File: src/rtl/serial_bank_switch_mapper_macros.svh
// Assertion macros for the serial bank switch mapper.
// Users must have clk and rst_n in scope.
`ifndef SERIAL_BANK_SWITCH_MAPPER_MACROS_SVH
`define SERIAL_BANK_SWITCH_MAPPER_MACROS_SVH

// Same-cycle implication.
`define SBSM_ASSERT_NOW(lbl, ante, cons, msg) \
  lbl: assert property (@(posedge clk) disable iff (!rst_n) (ante) |-> (cons)) else $error(msg);

// Next-cycle implication.
`define SBSM_ASSERT_NEXT(lbl, ante, cons, msg) \
  lbl: assert property (@(posedge clk) disable iff (!rst_n) (ante) |=> (cons)) else $error(msg);

`endif

File: src/rtl/sbsm_pkg.sv
// Shared types and constants for the serial bank switch mapper.
// No dependencies.
package sbsm_pkg;

  localparam logic [1:0] LOCKOUT_CYCLES = 2'd3;
  localparam logic [2:0] SHIFT_BITS     = 3'd5;
  localparam logic [4:0] CTRL_RESET     = 5'h0C;

  localparam logic [1:0] CFG_ROM_MASK    = 2'd0;
  localparam logic [1:0] CFG_RAM_MASK    = 2'd1;
  localparam logic [1:0] CFG_RAM_PRESENT = 2'd2;
  localparam logic [1:0] CFG_RAM_EN_CTRL = 2'd3;

  localparam logic [1:0] REG_CTRL = 2'd0;
  localparam logic [1:0] REG_CHR0 = 2'd1;
  localparam logic [1:0] REG_CHR1 = 2'd2;
  localparam logic [1:0] REG_PRG  = 2'd3;

  typedef struct packed {
    logic        mode;
    logic [15:0] cpu_address;
    logic [7:0]  write_data;
  } in_t;

  typedef struct packed {
    logic       write_ignored;
    logic [4:0] prg_bank_low;
    logic [4:0] prg_bank_high;
    logic [4:0] chr_bank_low;
    logic [4:0] chr_bank_high;
    logic [1:0] mirroring;
    logic [1:0] ram_bank;
    logic       ram_enabled;
  } out_t;

  typedef struct packed {
    logic [7:0] rom_bank_mask;
    logic [1:0] ram_bank_mask;
    logic       ram_present;
    logic       ram_enable_control;
  } cfg_t;

  typedef struct packed {
    logic load;
    logic value;
  } hp_load_t;

endpackage

File: src/rtl/sbsm_cfg.sv
// Configuration registers of the serial bank switch mapper.
// Depends on sbsm_pkg.
module sbsm_cfg (
  input  logic              clk,
  input  logic              rst_n,
  input  logic              cfg_we,
  input  logic [1:0]        cfg_index,
  input  logic [7:0]        cfg_wdata,
  output sbsm_pkg::cfg_t    cfg,
  output sbsm_pkg::hp_load_t hp_load
);
  import sbsm_pkg::*;

  cfg_t cfg_r, cfg_nxt;

  always_comb begin
    cfg_nxt = cfg_r;
    if (cfg_we) begin
      unique case (cfg_index)
        CFG_ROM_MASK:    cfg_nxt.rom_bank_mask      = cfg_wdata;
        CFG_RAM_MASK:    cfg_nxt.ram_bank_mask      = cfg_wdata[1:0];
        CFG_RAM_PRESENT: cfg_nxt.ram_present        = cfg_wdata[0];
        CFG_RAM_EN_CTRL: cfg_nxt.ram_enable_control = cfg_wdata[0];
        default:         cfg_nxt = cfg_r;
      endcase
    end
  end

  always_ff @(posedge clk) begin
    if (!rst_n) begin
      cfg_r.rom_bank_mask      <= 8'd15;
      cfg_r.ram_bank_mask      <= 2'd3;
      cfg_r.ram_present        <= 1'b1;
      cfg_r.ram_enable_control <= 1'b1;
    end else begin
      cfg_r <= cfg_nxt;
    end
  end

  assign cfg = cfg_r;
  // rom mask write reloads the high PRG bit from the new bit 4
  assign hp_load.load  = cfg_we && (cfg_index == CFG_ROM_MASK);
  assign hp_load.value = cfg_wdata[4];

endmodule

File: src/rtl/sbsm_core.sv
// Mapper state and per-transaction update/decode of the bank map.
// Depends on sbsm_pkg and serial_bank_switch_mapper_macros.svh.
`include "serial_bank_switch_mapper_macros.svh"
module sbsm_core (
  input  logic               clk,
  input  logic               rst_n,
  input  logic               fire,
  input  sbsm_pkg::in_t      item,
  input  sbsm_pkg::cfg_t     cfg,
  input  sbsm_pkg::hp_load_t hp_load,
  output sbsm_pkg::out_t     res
);
  import sbsm_pkg::*;

  logic [1:0] lock_r, lock_nxt;
  logic [4:0] sv_r, sv_nxt;
  logic [2:0] sc_r, sc_nxt;
  logic [4:0] regs_r [4];
  logic [4:0] regs_nxt [4];
  logic       hp_r, hp_nxt;
  logic [1:0] rb_r, rb_nxt;
  logic       ren_r, ren_nxt;

  logic       ignored;
  logic       big_rom;
  logic [1:0] ram_sel;
  logic [4:0] sv_shift;
  logic [2:0] sc_inc;
  logic [1:0] sel;
  logic [4:0] hi;
  logic [4:0] prg;
  logic [4:0] ctrl;

  assign big_rom = cfg.rom_bank_mask[4];
  assign ram_sel = {~big_rom & cfg.ram_bank_mask[1], cfg.ram_bank_mask[0]}
                   & {2{cfg.ram_present}};
  assign sv_shift = sv_r | (5'(item.write_data[0]) << sc_r);
  assign sc_inc   = sc_r + 3'd1;
  assign sel      = item.cpu_address[14:13];

  always_comb begin
    lock_nxt = lock_r;
    sv_nxt   = sv_r;
    sc_nxt   = sc_r;
    regs_nxt = regs_r;
    hp_nxt   = hp_r;
    rb_nxt   = rb_r;
    ren_nxt  = ren_r;
    ignored  = 1'b0;
    if (hp_load.load) begin
      hp_nxt = hp_load.value;
    end else if (fire) begin
      if (!item.mode) begin
        if (lock_r != 2'd0) begin
          lock_nxt = lock_r - 2'd1;
        end
      end else if (lock_r != 2'd0) begin
        ignored = 1'b1;
      end else begin
        lock_nxt = LOCKOUT_CYCLES;
        if (item.write_data[7]) begin
          regs_nxt[REG_CTRL] = regs_r[REG_CTRL] | CTRL_RESET;
          sv_nxt = 5'd0;
          sc_nxt = 3'd0;
        end else if (sc_inc != SHIFT_BITS) begin
          sv_nxt = sv_shift;
          sc_nxt = sc_inc;
        end else begin
          sv_nxt = 5'd0;
          sc_nxt = 3'd0;
          regs_nxt[sel] = sv_shift;
          unique case (sel)
            REG_CTRL: begin
              if (ram_sel != 2'd0) rb_nxt = regs_r[REG_CHR0][4:3] & ram_sel;
            end
            REG_CHR0, REG_CHR1: begin
              if (ram_sel != 2'd0) rb_nxt = sv_shift[4:3] & ram_sel;
              if (big_rom) hp_nxt = sv_shift[4];
            end
            REG_PRG: begin
              if (cfg.ram_enable_control) ren_nxt = ~sv_shift[4];
            end
            default: ren_nxt = ren_r;
          endcase
        end
      end
    end
  end

  always_ff @(posedge clk) begin
    if (!rst_n) begin
      lock_r   <= 2'd0;
      sv_r     <= 5'd0;
      sc_r     <= 3'd0;
      regs_r[REG_CTRL] <= CTRL_RESET;
      regs_r[REG_CHR0] <= 5'd0;
      regs_r[REG_CHR1] <= 5'd0;
      regs_r[REG_PRG]  <= 5'd0;
      hp_r     <= 1'b0;
      rb_r     <= 2'd0;
      ren_r    <= 1'b1;
    end else begin
      lock_r <= lock_nxt;
      sv_r   <= sv_nxt;
      sc_r   <= sc_nxt;
      regs_r <= regs_nxt;
      hp_r   <= hp_nxt;
      rb_r   <= rb_nxt;
      ren_r  <= ren_nxt;
    end
  end

  // bank map decoded from the post-transaction state
  assign ctrl = regs_nxt[REG_CTRL];
  assign hi   = {big_rom & hp_nxt, 4'd0};
  assign prg  = hi | {1'b0, regs_nxt[REG_PRG][3:0]};

  always_comb begin
    res.write_ignored = ignored;
    if (!ctrl[3]) begin
      res.prg_bank_low  = prg & 5'h1E;
      res.prg_bank_high = prg | 5'h01;
    end else if (ctrl[2]) begin
      res.prg_bank_low  = prg;
      res.prg_bank_high = hi | 5'h0F;
    end else begin
      res.prg_bank_low  = hi;
      res.prg_bank_high = prg;
    end
    if (ctrl[4]) begin
      res.chr_bank_low  = regs_nxt[REG_CHR0];
      res.chr_bank_high = regs_nxt[REG_CHR1];
    end else begin
      res.chr_bank_low  = regs_nxt[REG_CHR0] & 5'h1E;
      res.chr_bank_high = regs_nxt[REG_CHR0] | 5'h01;
    end
    res.mirroring   = ctrl[1:0];
    res.ram_bank    = rb_nxt;
    res.ram_enabled = ren_nxt;
  end

  `SBSM_ASSERT_NOW(a_shift_count_range, 1'b1, sc_r < SHIFT_BITS, "shift count out of range")
  `SBSM_ASSERT_NOW(a_ignored_cause, fire && ignored, item.mode && (lock_r != 2'd0), "bad drop")
  `SBSM_ASSERT_NEXT(a_lockout_reload,
                    fire && item.mode && (lock_r == 2'd0) && !hp_load.load,
                    lock_r == LOCKOUT_CYCLES, "lockout not reloaded")

endmodule

File: src/rtl/serial_bank_switch_mapper.sv
// Top level of the serial bank switch mapper: input stage, result stage.
// Depends on sbsm_pkg, sbsm_cfg, sbsm_core and the assertion macros.
//
//  channel | ports                          | direction
//  input   | in_valid, in_ready, in_data    | in
//  result  | out_valid, out_ready, out_data | out
//  config  | cfg_we, cfg_index, cfg_wdata   | in
//
// One transaction per cycle while the result register is not stalled; input register, then result register.
// The state update and bank decode sit between the two registers.
// A stalled result register holds one transaction in the input register.
// Synchronous active-low reset; control state and mapper state reset.
`include "serial_bank_switch_mapper_macros.svh"
module serial_bank_switch_mapper (
  input  logic           clk,
  input  logic           rst_n,
  input  logic           in_valid,
  output logic           in_ready,
  input  sbsm_pkg::in_t  in_data,
  output logic           out_valid,
  input  logic           out_ready,
  output sbsm_pkg::out_t out_data,
  input  logic           cfg_we,
  input  logic [1:0]     cfg_index,
  input  logic [7:0]     cfg_wdata
);
  import sbsm_pkg::*;

  logic     in_valid_r, in_valid_nxt;
  in_t      in_data_r;
  logic     out_valid_r, out_valid_nxt;
  out_t     out_data_r;
  logic     advance;
  cfg_t     cfg;
  hp_load_t hp_load;
  out_t     res;

  sbsm_cfg u_cfg (
    .clk       (clk),
    .rst_n     (rst_n),
    .cfg_we    (cfg_we),
    .cfg_index (cfg_index),
    .cfg_wdata (cfg_wdata),
    .cfg       (cfg),
    .hp_load   (hp_load)
  );

  sbsm_core u_core (
    .clk     (clk),
    .rst_n   (rst_n),
    .fire    (advance),
    .item    (in_data_r),
    .cfg     (cfg),
    .hp_load (hp_load),
    .res     (res)
  );

  assign advance  = in_valid_r && (!out_valid_r || out_ready);
  assign in_ready = !in_valid_r || advance;

  always_comb begin
    in_valid_nxt = in_valid_r;
    if (in_ready) in_valid_nxt = in_valid;
    out_valid_nxt = out_valid_r;
    if (advance) begin
      out_valid_nxt = 1'b1;
    end else if (out_ready) begin
      out_valid_nxt = 1'b0;
    end
  end

  always_ff @(posedge clk) begin
    if (!rst_n) begin
      in_valid_r  <= 1'b0;
      out_valid_r <= 1'b0;
    end else begin
      in_valid_r  <= in_valid_nxt;
      out_valid_r <= out_valid_nxt;
    end
  end

  always_ff @(posedge clk) begin
    if (in_ready && in_valid) in_data_r <= in_data;
    if (advance) out_data_r <= res;
  end

  assign out_valid = out_valid_r;
  assign out_data  = out_data_r;

  `SBSM_ASSERT_NOW(a_stall_cause, !in_ready, in_valid_r && out_valid_r && !out_ready, "spurious stall")
  `SBSM_ASSERT_NEXT(a_advance_fills, advance, out_valid_r, "result lost")
  `SBSM_ASSERT_NEXT(a_accept_fills, in_valid && in_ready, in_valid_r, "input lost")

endmodule
File: config.mk
export PLATFORM = sky130hd
export DESIGN_NAME = serial_bank_switch_mapper
export DESIGN_NICKNAME = d
export VERILOG_FILES = /design/src/rtl/sbsm_pkg.sv /design/src/rtl/sbsm_cfg.sv /design/src/rtl/sbsm_core.sv /design/src/rtl/serial_bank_switch_mapper.sv
export VERILOG_INCLUDE_DIRS = /design/src /design/src/rtl
export SDC_FILE = /design/constraint.sdc
export NUM_CORES = 1
export LEC_CHECK = 0
export ABC_AREA = 1
export BUFFER_PORTS_ARGS = -buffer_cell sky130_fd_sc_hd__clkbuf_2
export CAP_MARGIN = 30
export CELL_PAD_IN_SITES_DETAIL_PLACEMENT = 1
export CELL_PAD_IN_SITES_GLOBAL_PLACEMENT = 1
export CORE_UTILIZATION = 36
export CTS_CLUSTER_SIZE = 24
export DETAILED_ROUTE_END_ITERATION = 10
export PLACE_DENSITY_LB_ADDON = 0.1
export SETUP_SLACK_MARGIN = 0.1
export SYNTH_ARGS = -nofsm -noshare
export SYNTH_HDL_FRONTEND = slang
export SYNTH_SLANG_ARGS = --single-unit
File: constraint.sdc
create_clock -name clk -period 2.39 [get_ports clk]
set_input_delay 0.239 -clock clk [delete_from_list [all_inputs] [get_ports clk]]
set_output_delay 0.239 -clock clk [all_outputs]
set_load 0.03 [all_outputs]
# Word level (Yosys, flattened, before mapping)
# Index checks and enable logic that the tools add are counted.
[classes]
n_addsub = 2
magnitude_cmp = 2
eq_ne = 8
shift = 1
mux = 48
bitwise_logic = 16
n_reduce_logical = 25
[op_table]
columns = ["cell", "n"]
rows = [
  ["$mux 20", 5],
  ["$mux 5", 5],
  ["$mux 2", 11],
  ["$bwmux 20", 1],
  ["$mux 10", 2],
  ["$mux 1", 19],
  ["$mux 15", 1],
  ["$demux 5 s2", 1],
  ["$reduce_and 2->1", 5],
  ["$eq 2x2->1 const B", 4],
  ["$not 1->1", 8],
  ["$reduce_and 4->1", 2],
  ["$reduce_bool 2->1", 4],
  ["$and 2x2->2", 3],
  ["$mux 3", 2],
  ["$reduce_and 6->1", 1],
  ["$reduce_or 2->1", 3],
  ["$or 5x4->5", 1],
  ["$or 5x5->5", 1],
  ["$shl 1x3->5", 1],
  ["$eq 2x1->1 const B", 2],
  ["$logic_and 1x1->1", 4],
  ["$logic_not 2->1", 2],
  ["$pmux 2 s2", 1],
  ["10 further kinds", 13],
]
[totals]
regBits = 95
inputBits = 40

# Logic depth before layout (Yosys ltp)
# Gate-level depths: netlist of the first run.
[depth]
ltp_word = 15
mapped_depth = 12
mapped_depth_nobuf = 12

# Hierarchy
# Synthesis of the first run repeated with hierarchy kept, for this count alone.
[hier_totals]
hier_cells = 406
area_unflattened_um2 = 4047.6
[modules_own_cells]
columns = ["module", "instances", "cells_each", "area_per_inst_um2", "seq_area_each_um2"]
rows = [
  ["sbsm_core", 1, 273, 1884.3, 660.6],
  ["serial_bank_switch_mapper", 1, 64, 1626.6, 1571.5],
  ["sbsm_cfg", 1, 69, 536.8, 240.2],
]

# Least setup slack after synthesis of the first run
# No wires, ideal clock.
[synth_timing]
path_type = "register -> register"
from = "reg out_valid_r, in the netlist out_valid"
to = "reg out_data_r (netlist bit out_data[16]), data pin"
setup_time_ns = 0.264
t_arrival_ns = 2.085
t_required_ns = 2.126
slack_ns = 0.041
stages_incl_launch_ff = 7
n_path_buf = 0
cell_sequence = "dfxtp_1 > a21oi_2 > nand3_1 > nor2_1 > nor2_1 > o21ai_1 > nand2_1"
[synth_lines]
columns = ["item", "line", "source"]
rows = [
  ["from (decl)", "serial_bank_switch_mapper.sv:31", "logic out_valid_r, out_valid_nxt;"],
  ["from (signal assigned)", "serial_bank_switch_mapper.sv:78", "out_valid_r <= out_valid_nxt;"],
  ["to (signal assigned)", "serial_bank_switch_mapper.sv:84", "if (advance) out_data_r <= res;"],
  ["to (decl)", "serial_bank_switch_mapper.sv:32", "out_t out_data_r;"],
]

==> results of run 1 <==
[how the worst max path moves through the flow]
stage | startpoint | endpoint | slack, ns
3_3_place_gp | in_data_r[21] | out_data[15] | 0.42
2_1_floorplan | out_valid | out_data[16] | 0.35
3_5_place_dp | in_data_r[21] | out_data[21] | 0.32
4_1_cts | in_data_r[21] | out_data[21] | 0.32
5_1_grt | in_data_r[21] | out_data[21] | 0.13
6_report | in_data_r[21] | out_data[21] | 0.35
[per-layer routing]
layer | vias to the layer above | wire length (um)
met2 | 42 | 3300
met5 | - | 0
met1 | 1113 | 3250
li1 | 1236 | -
met3 | 7 | 207
met4 | 0 | 64
[flip-flops by register name, indices dropped and copies added, names as in the netlist, 2 cells and up]
name and cells:
u_core.sv_r 5, u_core.rb_r 2, in_data_r 5, u_cfg.cfg 5
u_core.regs_r 19, u_core.lock_r 2, out_data 25, u_core.sc_r 3
[cell families (layout without fill, tap and decap cells)]
family                   after synthesis  count (layout)  share of synthesized area, %
flip-flops                            70              70                          54.7
adder cells (fa/ha/maj)                8               8                          3.22
AO/OA/AOI/OAI                         49              49                          9.32
buffers and inverters                 56             114                          6.87
AND/OR/NAND/NOR                      164             164                          25.9
[Yosys cell counts]
master    count
o21bai_1      4
nand3_4       1
nand3_2       2
buf_4         1
o21ai_0       9
inv_1        43
o21ai_2       4
edfxtp_1     30
dfxtp_1      40
clkbuf_1      4
o21ai_1       4
a31oi_1       2
nor2_2        1
clkinv_1      1
a21oi_1      21
nor2_8        4
nor2_4        1
nor2_1       27
nand2_1      89
or2_0         1
inv_2         7
o31ai_1       2
a211oi_1      1
o21bai_2      1
ha_1          8
nand2_8       1
nor3_1        4
nor3_2        1
and2_1        3
a21oi_2       1
nand2_2       6
nand3b_1      1
nand3_1      17
nand4_1       5
[worst reg2reg max path: cells and delay by family (launching register included)]
| family | cells | cell delay [ns] |
|---|---|---|
| adders and majority gates | 1 | 0.26 |
| DFF | 1 | 0.44 |
| and+or+nand+nor | 6 | 0.82 |
| buffers and inverters | 2 | 0.26 |
[per-stage QoR]
stage               cell area (sq um)  hold WS [ns]  power [mW]
global route                     3700        0.0408        2.67
floorplan                        3120         0.338        1.45
CTS                              3700        0.0559        2.60
finish                           3700        0.0693        2.56
global placement                 3480         0.415        1.51
detailed placement               3480         0.419        1.52
[power breakdown]
| group | internal (mW) | switching, mW | leakage, nW |
|---|---|---|---|
| clock network | 0.619 | 0.452 | 0.113 |
| logic | 0.0544 | 0.140 | 0.943 |
| registers | 1.27 | 0.0172 | 0.597 |
| total | 1.95 | 0.609 | 1.65 |
[cell type report]
type / instances / area (sq um) / share of cell area [%]
flip-flops and latches: 70 / 1700 / 46.0
repair buffers: 47 / 248 / 6.69
inverters: 51 / 191 / 5.17
multi-input cells: 221 / 1200 / 32.6
well taps: 105 / 131 / 3.55
clock inverters: 5 / 82.6 / 2.23
clock buffers: 11 / 141 / 3.82
[cell usage in the layout, fill, tap and decap left out, types with 5 or more instances in the layout]
master,n
o21ai_0,9
inv_1,43
edfxtp_1,30
ha_1,8
a21oi_1,21
nor2_1,27
clkbuf_2,42
buf_4,5
dfxtp_1,40
nand2_1,89
nand3_1,17
nand4_1,5
inv_2,7
nand2_2,6
clkbuf_8,10
==> metrics.cfg, run 1 <==
[outcome]
status = completed

[floorplan]
placementRows = 33
coreArea_sq_um = 8300
die_x_um = 95.0
start_util_pct = 37.5
fp.dieH_um = 95.0
ios = 68
fp.dieArea_sq_um = 9020

[power_and_ir_drop]
power_density_nw_per_um2 = 691
p_leak_nw = 1.65
peakVddDrop_v = 0.000372

[run]
maxCapViolCount = 0

[setup_path]
r2r_cells = 9
path_cells = inv_1 > ha_1 > inv_1 > nor2_1 > nand2_1 > nand2_1 > nand3_1 > nor2_1 > nor2_1
cpMaxStageDelayCell = edfxtp_1
path_max_fanout = 5
crit_top_cell = nor2_1
endpoint_kind = flop
startpoint_type = flop
path_buf_inv = 2
criticalPathCategory = reg2reg
r2r_start = in_data_r[21]
path_delay_family = simple AND/OR/NAND/NOR gates
reg2reg_slack_ns = 0.35
r2r-end = out_data[21]
critPathMaxStageDelay_ns = 0.44
crit_required_ns = 2.47
worstPathArrival_ns = 2.12
cp.depth = 9

[global_route]
busiest_layer = met2
track_usage_pct = 17.3
gr-total-overflow = 0
grt_pass1_vias = 2412
grt_max_degree = 29
grt_first_pass_wirelength_mm = 11.6
antenna_found_initial = 0
met2_usage_pct = 29.3
grt_use_met3_pct = 4.35
grt_util_met1_pct = 21.1

[routing]
drt-total-wl_mm = 6.82
wire_per_inst_um = 13.4
drc_errors = 0
postRouteAntennaNets = 0
drtIter0Drc = 53
vias_per_cell = 4.70
first_pass_iters = 4
vias = 2398

[sta]
fmax_mhz = 491
setup_slack_ns = 0.354
period_share_pct = 85.2
clock-skew-final_ns = 0.0112
worstMarginPinSlew_ns = 0.517
setup_tns_ns = 0
finalSetupViolations = 0
finalCriticalPeriod_ns = 2.04
rsz0062_at_grt = false
finalHoldViolCount = 0
slew_headroom_pct = 65.4
slew_violations = 0

[cts]
ctsRootBufferMaster = clkbuf_8
cts_buffers = 9
cts_setup_buffers = 0
path_clk_slew_ns = 0.08
h-tree-depth = 3
cts_tree = yes
max-clock-path-buffers = 2
clk_latency_ns = 0.34
cts.hold.buffers_added = 0
cts_sinks = 70
cts-resized-gates = 0

[placement]
place_hpwl_mm = 5.08
io_buffer_count = 42
gp_congestion = 0.797
post-place-ws_ns = 0.318
dp_cells = 494

[final_layout]
fin_cells = 510
antenna_cells = 0
finalNetCount = 448
drive_gt1_share_pct = 22.7
area_growth_pct = 18.9
num-fill-cells = 1011
postLayoutCoreUtil_pct = 44.6

[synthesis]
syn_avg_cell_area_sq_um = 8.97
seq_area_frac_synth_pct = 54.7
postSynthCellCount = 347
yosysUniqueCellTypes = 34
netlist_area_sq_um = 3110
yosysTopAreaCell = edfxtp_1
yosys-top-cells-area = edfxtp_1 29%, dfxtp_1 26%, nand2_1 11%
synth_top_area_share_pct = 28.9
ys_ff_latch = 70
syn_nets = 395
yosys_warnings = 0

[worst_hold_path]
worstHoldStart = in_data[24]
min_path_cells = 1
hold_end = in_data_r[24]
hold_path_class = in2reg

(Power assumes the default switching activity.)
==> run 2: changes to the inputs <==
--- a/config.mk
+++ b/config.mk
@@ -11,7 +11,8 @@
 export CAP_MARGIN = 30
 export CELL_PAD_IN_SITES_DETAIL_PLACEMENT = 1
 export CELL_PAD_IN_SITES_GLOBAL_PLACEMENT = 1
-export CORE_UTILIZATION = 36
+export CORE_UTILIZATION = 38
+export CTS_BUF_LIST = sky130_fd_sc_hd__clkbuf_8
 export CTS_CLUSTER_SIZE = 24
 export DETAILED_ROUTE_END_ITERATION = 10
 export PLACE_DENSITY_LB_ADDON = 0.1
==> run 2 against run 1 <==
Global-route usage is 0.16 points higher. Design area is 0.41% lower. Setup slack better by 0.076 ns. Critical path type unchanged. Clock power is 4% lower. Routed wire length is 2.3% lower. Combinational power hardly changed. Total power is 1.7% lower.
==> metrics.cfg, run 2 (synthesis results as in run 1) <==
[global_route]
grt_util_met1_pct = 20.8  ; -0.31 points
grt_max_degree = 29  ; unchanged
gr-total-overflow = 0  ; unchanged
busiest_layer = met2
track_usage_pct = 17.4  ; +0.16 points
grt_use_met3_pct = 3.20  ; -1.1 points
antenna_found_initial = 0  ; unchanged
met2_usage_pct = 30.6  ; +1.2 points
grt_first_pass_wirelength_mm = 11.4  ; -1.7%
grt_pass1_vias = 2418  ; +0.25%

[final_layout]
postLayoutCoreUtil_pct = 47.2  ; +2.6 points
area_growth_pct = 18.4
largest_reg_flops = 25  ; unchanged
layout_commonest_cell = nand2_1
num-fill-cells = 956  ; -5.4%
antenna_cells = 0  ; unchanged
final_cell_mix = 89 x nand2_1, 44 x inv_1, 42 x clkbuf_2, 40 x dfxtp_1, 30 x edfxtp_1
finalNetCount = 448  ; unchanged
fin_cells = 507  ; -0.59%
drive_gt1_share_pct = 22.2  ; -0.49 points

[cts]
max-clock-path-buffers = 2  ; unchanged
ctsRootBufferMaster = clkbuf_8
h-tree-depth = 3  ; unchanged
cts_tree = yes
cts-resized-gates = 0  ; unchanged
cts_buffers = 9  ; unchanged
clk_latency_ns = 0.34  ; about the same
cts_sinks = 70  ; unchanged
cts.hold.buffers_added = 0  ; unchanged
path_clk_slew_ns = 0.08  ; about the same
cts_setup_buffers = 0  ; unchanged

[setup_path]
path_max_fanout = 5  ; unchanged
worstPathArrival_ns = 2.04  ; -0.08 ns
crit_required_ns = 2.47  ; about the same
endpoint_kind = flop
criticalPathCategory = reg2reg
crit_start = in_data_r[21]
reg2reg_slack_ns = 0.43  ; +0.08 ns
r2r_start = in_data_r[21]
startpoint_type = flop

[sta]
slew_violations = 0  ; unchanged
finalHoldViolCount = 0  ; unchanged
setup_slack_ns = 0.430  ; +0.0759 ns
period_share_pct = 82.0  ; -3.2 points
clock-skew-final_ns = 0.00875  ; -0.00243 ns
fmax_mhz = 510  ; +3.9%
rsz0062_at_grt = false
finalCriticalPeriod_ns = 1.96  ; -0.0759 ns
worstMarginPinSlew_ns = 0.562  ; +0.0447 ns
setup_tns_ns = 0  ; unchanged
finalSetupViolations = 0  ; unchanged
slew_headroom_pct = 62.5  ; -3.0 points

[floorplan]
die_x_um = 92.5  ; -2.6%
ios = 68  ; unchanged
placementRows = 32  ; -3.0%
fp.dieArea_sq_um = 8560  ; -5.2%
fp.dieH_um = 92.5  ; -2.6%
start_util_pct = 39.9  ; +2.4 points
coreArea_sq_um = 7810  ; -5.9%

[placement]
place_hpwl_mm = 4.98  ; -1.8%
io_buffer_count = 42  ; unchanged
gp_congestion = 0.762  ; -4.4%
dp_cells = 491  ; -0.61%
post-place-ws_ns = 0.406  ; +0.0879 ns

[power_and_ir_drop]
p_leak_nw = 1.65  ; -0.21%
peakVddDrop_v = 0.000262  ; -30%
power_density_nw_per_um2 = 682  ; -1.3%
total_power_mw = 2.51  ; -1.7%

[run]
maxCapViolCount = 0  ; unchanged

[routing]
wire_per_inst_um = 13.1  ; -1.7%
vias_per_cell = 4.70  ; about the same
vias = 2383  ; -0.63%
drc_errors = 0  ; unchanged
postRouteAntennaNets = 0  ; unchanged
first_pass_iters = 6  ; +2
drtIter0Drc = 74  ; +40%
drt-total-wl_mm = 6.66  ; -2.3%

[worst_hold_path]
worstHoldStart = in_data[24]
hold_path_class = in2reg

[outcome]
status = completed

run 2: cell count changes in the layout (fill, tap and decap cells not counted), sizes merged:
cell / before / now
inv: 50 / 52
clkbuf: 53 / 51
run 2: layout make-up:
cell class	instances	area [sq um]	share of cell area, %
Clock buffer	9	124	3.36
Clock inverter	7	88.8	2.41
Inverter	51	191	5.19
Multi-Input combinational cell	221	1200	32.7
Sequential cell	70	1700	46.2
Tap cell	102	128	3.46
Timing Repair Buffer	47	248	6.72
run 2: per-layer routing:
metal  share of wire (%)  vias to the layer above
met5                   0                        -
li1                    -                     1226
met2                  49                       42
met1                  47                     1111
met4                0.93                        0
met3                 2.9                        4
run 2: path summary, 6_finish.rpt:
kind              depth (start not counted)             to
hold reg to reg                           2   u_cfg.cfg[2]
setup / recovery                          9   out_data[21]
setup reg to reg                          9   out_data[21]
hold / removal                            1  in_data_r[24]
run 2: critical path, cell delays in order, from the launching register on:
cell	delay [ns]
edfxtp_1	0.45
inv_1	0.11
ha_1	0.25
inv_1	0.14
nor2_1	0.16
nand2_1	0.07
nand2_1	0.08
nand3_1	0.10
nor2_1	0.27
nor2_1	0.08
run 2: per-stage QoR:
| step | hold WS, ns | instance area, sq um |
|---|---|---|
| 2_1_floorplan | 0.338 | 3120 |
| 3_3_place_gp | 0.416 | 3470 |
| 3_5_place_dp | 0.418 | 3470 |
| 4_1_cts | 0.0501 | 3690 |
| 5_1_grt | 0.0537 | 3690 |
| 6_report | 0.0722 | 3690 |
run 2: power breakdown:
part / switching, mW / total, mW / internal, mW
registers: 0.0169 / 1.29 / 1.27
logic: 0.139 / 0.194 / 0.0543
clock network: 0.447 / 1.03 / 0.583
total: 0.603 / 2.51 / 1.91
==> run 3: changes to the inputs <==
--- a/config.mk
+++ b/config.mk
@@ -6,12 +6,12 @@
 export SDC_FILE = /design/constraint.sdc
 export NUM_CORES = 1
 export LEC_CHECK = 0
-export ABC_AREA = 1
+export ABC_AREA = 0
 export BUFFER_PORTS_ARGS = -buffer_cell sky130_fd_sc_hd__clkbuf_2
 export CAP_MARGIN = 30
 export CELL_PAD_IN_SITES_DETAIL_PLACEMENT = 1
 export CELL_PAD_IN_SITES_GLOBAL_PLACEMENT = 1
-export CORE_UTILIZATION = 38
+export CORE_UTILIZATION = 39
 export CTS_BUF_LIST = sky130_fd_sc_hd__clkbuf_8
 export CTS_CLUSTER_SIZE = 24
 export DETAILED_ROUTE_END_ITERATION = 10
==> constraint.sdc (replaced) <==
create_clock -name clk -period 1.6 [get_ports clk]
set_input_delay 0.16 -clock clk [delete_from_list [all_inputs] [get_ports clk]]
set_output_delay 0.16 -clock clk [all_outputs]
set_load 0.03 [all_outputs]
==> run 3 against run 2 <==
The run now ends with negative setup slack left. Clock power grew 64%. Global-route usage grew 8.3 points. Sequential share of layout area shrank 12 points. Combinational power grew 130%. Die area grew 1.9%. Sequential cell count is the same.
==> metrics.cfg, run 3 <==
[sta]
worstMarginPinSlew_ns = 0.504  ; -0.0585 ns
slew_violations = 0  ; unchanged
setup_slack_ns = -0.452  ; -0.882 ns
fmax_mhz = 487  ; -4.5%
clock-skew-final_ns = 0.0156  ; +0.00688 ns
period_share_pct = 128  ; +46 points
rsz0062_at_grt = true
slew_headroom_pct = 66.2  ; +3.8 points
finalHoldViolCount = 0  ; unchanged
finalCriticalPeriod_ns = 2.05  ; +0.0918 ns
finalSetupViolations = 50  ; +50

[global_route]
grt_max_degree = 21  ; -28%
gr-total-overflow = 0  ; unchanged
track_usage_pct = 25.7  ; +8.3 points
grt_first_pass_wirelength_mm = 16.7  ; +46%
grt_pass1_vias = 3204  ; +33%
antenna_found_initial = 0  ; unchanged

[routing]
first_pass_iters = 4  ; -2
postRouteAntennaNets = 0  ; unchanged
drtIter0Drc = 129  ; +74%
vias_per_cell = 5.42  ; +15%
drt-total-wl_mm = 11.1  ; +67%
wire_per_inst_um = 20.5  ; +56%
drc_errors = 0  ; unchanged
vias = 2945  ; +24%

[synthesis]
yosysUniqueCellTypes = 58  ; +71%
synth_edf_count = 30  ; unchanged
syn_avg_cell_area_sq_um = 10.6  ; +19%
ys.flop_type = dfxtp_1
synthArstFlopShare_pct = 0  ; unchanged
yosys-top-cells-area = edfxtp_1 28%, dfxtp_1 25%, mux2i_1 3.7%
netlist_area_sq_um = 3260  ; +4.6%
synthMostInstantiatedCell = dfxtp_1
yosys_warnings = 0  ; unchanged
seq_area_frac_synth_pct = 52.2  ; -2.4 points
synth_top_area_share_pct = 27.7  ; -1.3 points
synth_common_cells = 40 x dfxtp_1, 30 x edfxtp_1, 29 x nor2_1
yosysTopAreaCell = edfxtp_1
syn_nets = 354  ; -10%
postSynthCellCount = 306  ; -12%
ys_ff_latch = 70  ; unchanged

[final_layout]
area_growth_pct = 52.8
layout_commonest_cell = buf_4
finalNetCount = 484  ; +8.0%
final_cell_mix = 65 x buf_4, 42 x clkbuf_2, 35 x dfxtp_1, 30 x edfxtp_1, 21 x nand2_1
fin_cells = 543  ; +7.1%
drive_gt1_share_pct = 54.2  ; +32 points
antenna_cells = 0  ; unchanged
largest_reg_flops = 25  ; unchanged
num-fill-cells = 851  ; -11%

[setup_path]
path_max_fanout = 5  ; unchanged
criticalPathCategory = reg2reg
startpoint_type = flop
endpoint_kind = flop
worstPathArrival_ns = 2.17  ; +0.13 ns
crit_required_ns = 1.72  ; -0.75 ns
r2r_cells = 8  ; -1

[power_and_ir_drop]
p_leak_nw = 2.02  ; +23%
power_density_nw_per_um2 = 814  ; +19%
peakVddDrop_v = 0.000714  ; +170%
total_power_mw = 4.05  ; +61%

[floorplan]
fp.dieArea_sq_um = 8720  ; +1.9%
coreArea_sq_um = 7890  ; +1.0%
fp.dieH_um = 93.4  ; +0.95%
placementRows = 32  ; unchanged
die_x_um = 93.4  ; +0.95%
start_util_pct = 41.3  ; +1.4 points
ios = 68  ; unchanged

[cts]
ctsRootBufferMaster = clkbuf_8
clk_latency_ns = 0.37  ; +0.03 ns
max-clock-path-buffers = 2  ; unchanged
cts_tree = yes
cts_buffers = 9  ; unchanged
cts_sinks = 70  ; unchanged
h-tree-depth = 3  ; unchanged
path_clk_slew_ns = 0.09  ; about the same

[outcome]
violations = negative setup slack
status = complete, but fails checks

[placement]
io_buffer_count = 42  ; unchanged
post-place-ws_ns = -0.421  ; -0.826 ns
gp_congestion = 0.865  ; +14%
dp_cells = 514  ; +4.7%
place_hpwl_mm = 6.88  ; +38%

[worst_hold_path]
min_path_cells = 3  ; +2
hold_path_class = in2reg

[run]
maxCapViolCount = 0  ; unchanged

## run 3: changes by cell type in the layout (fill, tap and decap cells not counted), sizes merged, moves of 6 or more
cell	delta
mux2	+6
a21oi	-6
nand3	-10
a22oi	+6
nand2b	+8
nand2	-69
o21ai	-7
mux2i	+12
inv	-37
buf	+80
## run 3: per-layer routing
metal	wire length (um)	vias to the layer above	global-route usage, %
met5	0	-	0
met1	4560	1469	30.4
met3	358	22	5.69
met2	5930	70	44.7
li1	-	1384	-
met4	272	0	11.0
## run 3: cell type report
cell class	count	area, sq um	share of cell area, %
clock buffers	9	124	2.49
clock inverters	7	103	2.06
inverters	12	45.0	0.905
multi-input cells	212	1890	38.0
flip-flops and latches	70	1710	34.4
well taps	102	128	2.56
repair buffers	131	976	19.6
## run 3: logic make-up after synthesis
kind of cell	synth area share, %
AND/OR/NAND/NOR	21.2
flip-flops	52.2
AO/OA/AOI/OAI	13.8
buffers and inverters	3.27
multiplexers	5.88
adder cells (fa/ha/maj)	3.07
XOR/XNOR	0.500
## run 3: metrics by stage
| step | utilization [%] | area (sq um) | setup TNS, ns | hold slack, ns |
|---|---|---|---|---|
| after floorplan | - | 3380 | -5.80 | 0.259 |
| after global placement | 53.5 | 4220 | -11.32 | 0.338 |
| after detailed placement | 53.5 | 4220 | -13.85 | 0.339 |
| after CTS | 60.5 | 4780 | -12.58 | 0.00524 |
| after global routing | 63.1 | 4980 | -18.49 | -0.00160 |
| final | 63.1 | 4980 | -14.74 | 0.00616 |
## run 3: path summary, 6_finish.rpt
path                       start      endpoint  slack (ns)
hold reg to reg     u_cfg.cfg[3]  u_cfg.cfg[3]        0.50
hold / removal      cfg_wdata[1]  u_cfg.cfg[3]       0.006
setup reg to reg  u_core.sc_r[1]  out_data[16]       -0.45
setup / recovery  u_core.sc_r[1]  out_data[16]       -0.45
## run 3: power breakdown
part	switching (mW)	total (mW)	leakage, nW	internal (mW)
sequential	0.0230	1.92	0.596	1.90
combinational	0.265	0.445	1.32	0.180
clock	0.786	1.69	0.111	0.900
## run 3: repair_timing
action,in CTS,in global routing
setup endpoints to repair,54,76
endpoints found under the hold margin,4,0
hold buffers,4,0
setup buffers,7,4
pin swaps,21,29
gates resized for setup,52,43
## run 3: critical path, cell delays in order, from the launching register on
cell,delay (ns)
dfxtp_4,0.37
ha_4,0.17
xor2_2,0.16
buf_4,0.15
a31o_2,0.27
a21oi_1,0.29
nor4_2,0.09
buf_4,0.16
nand2b_1,0.15
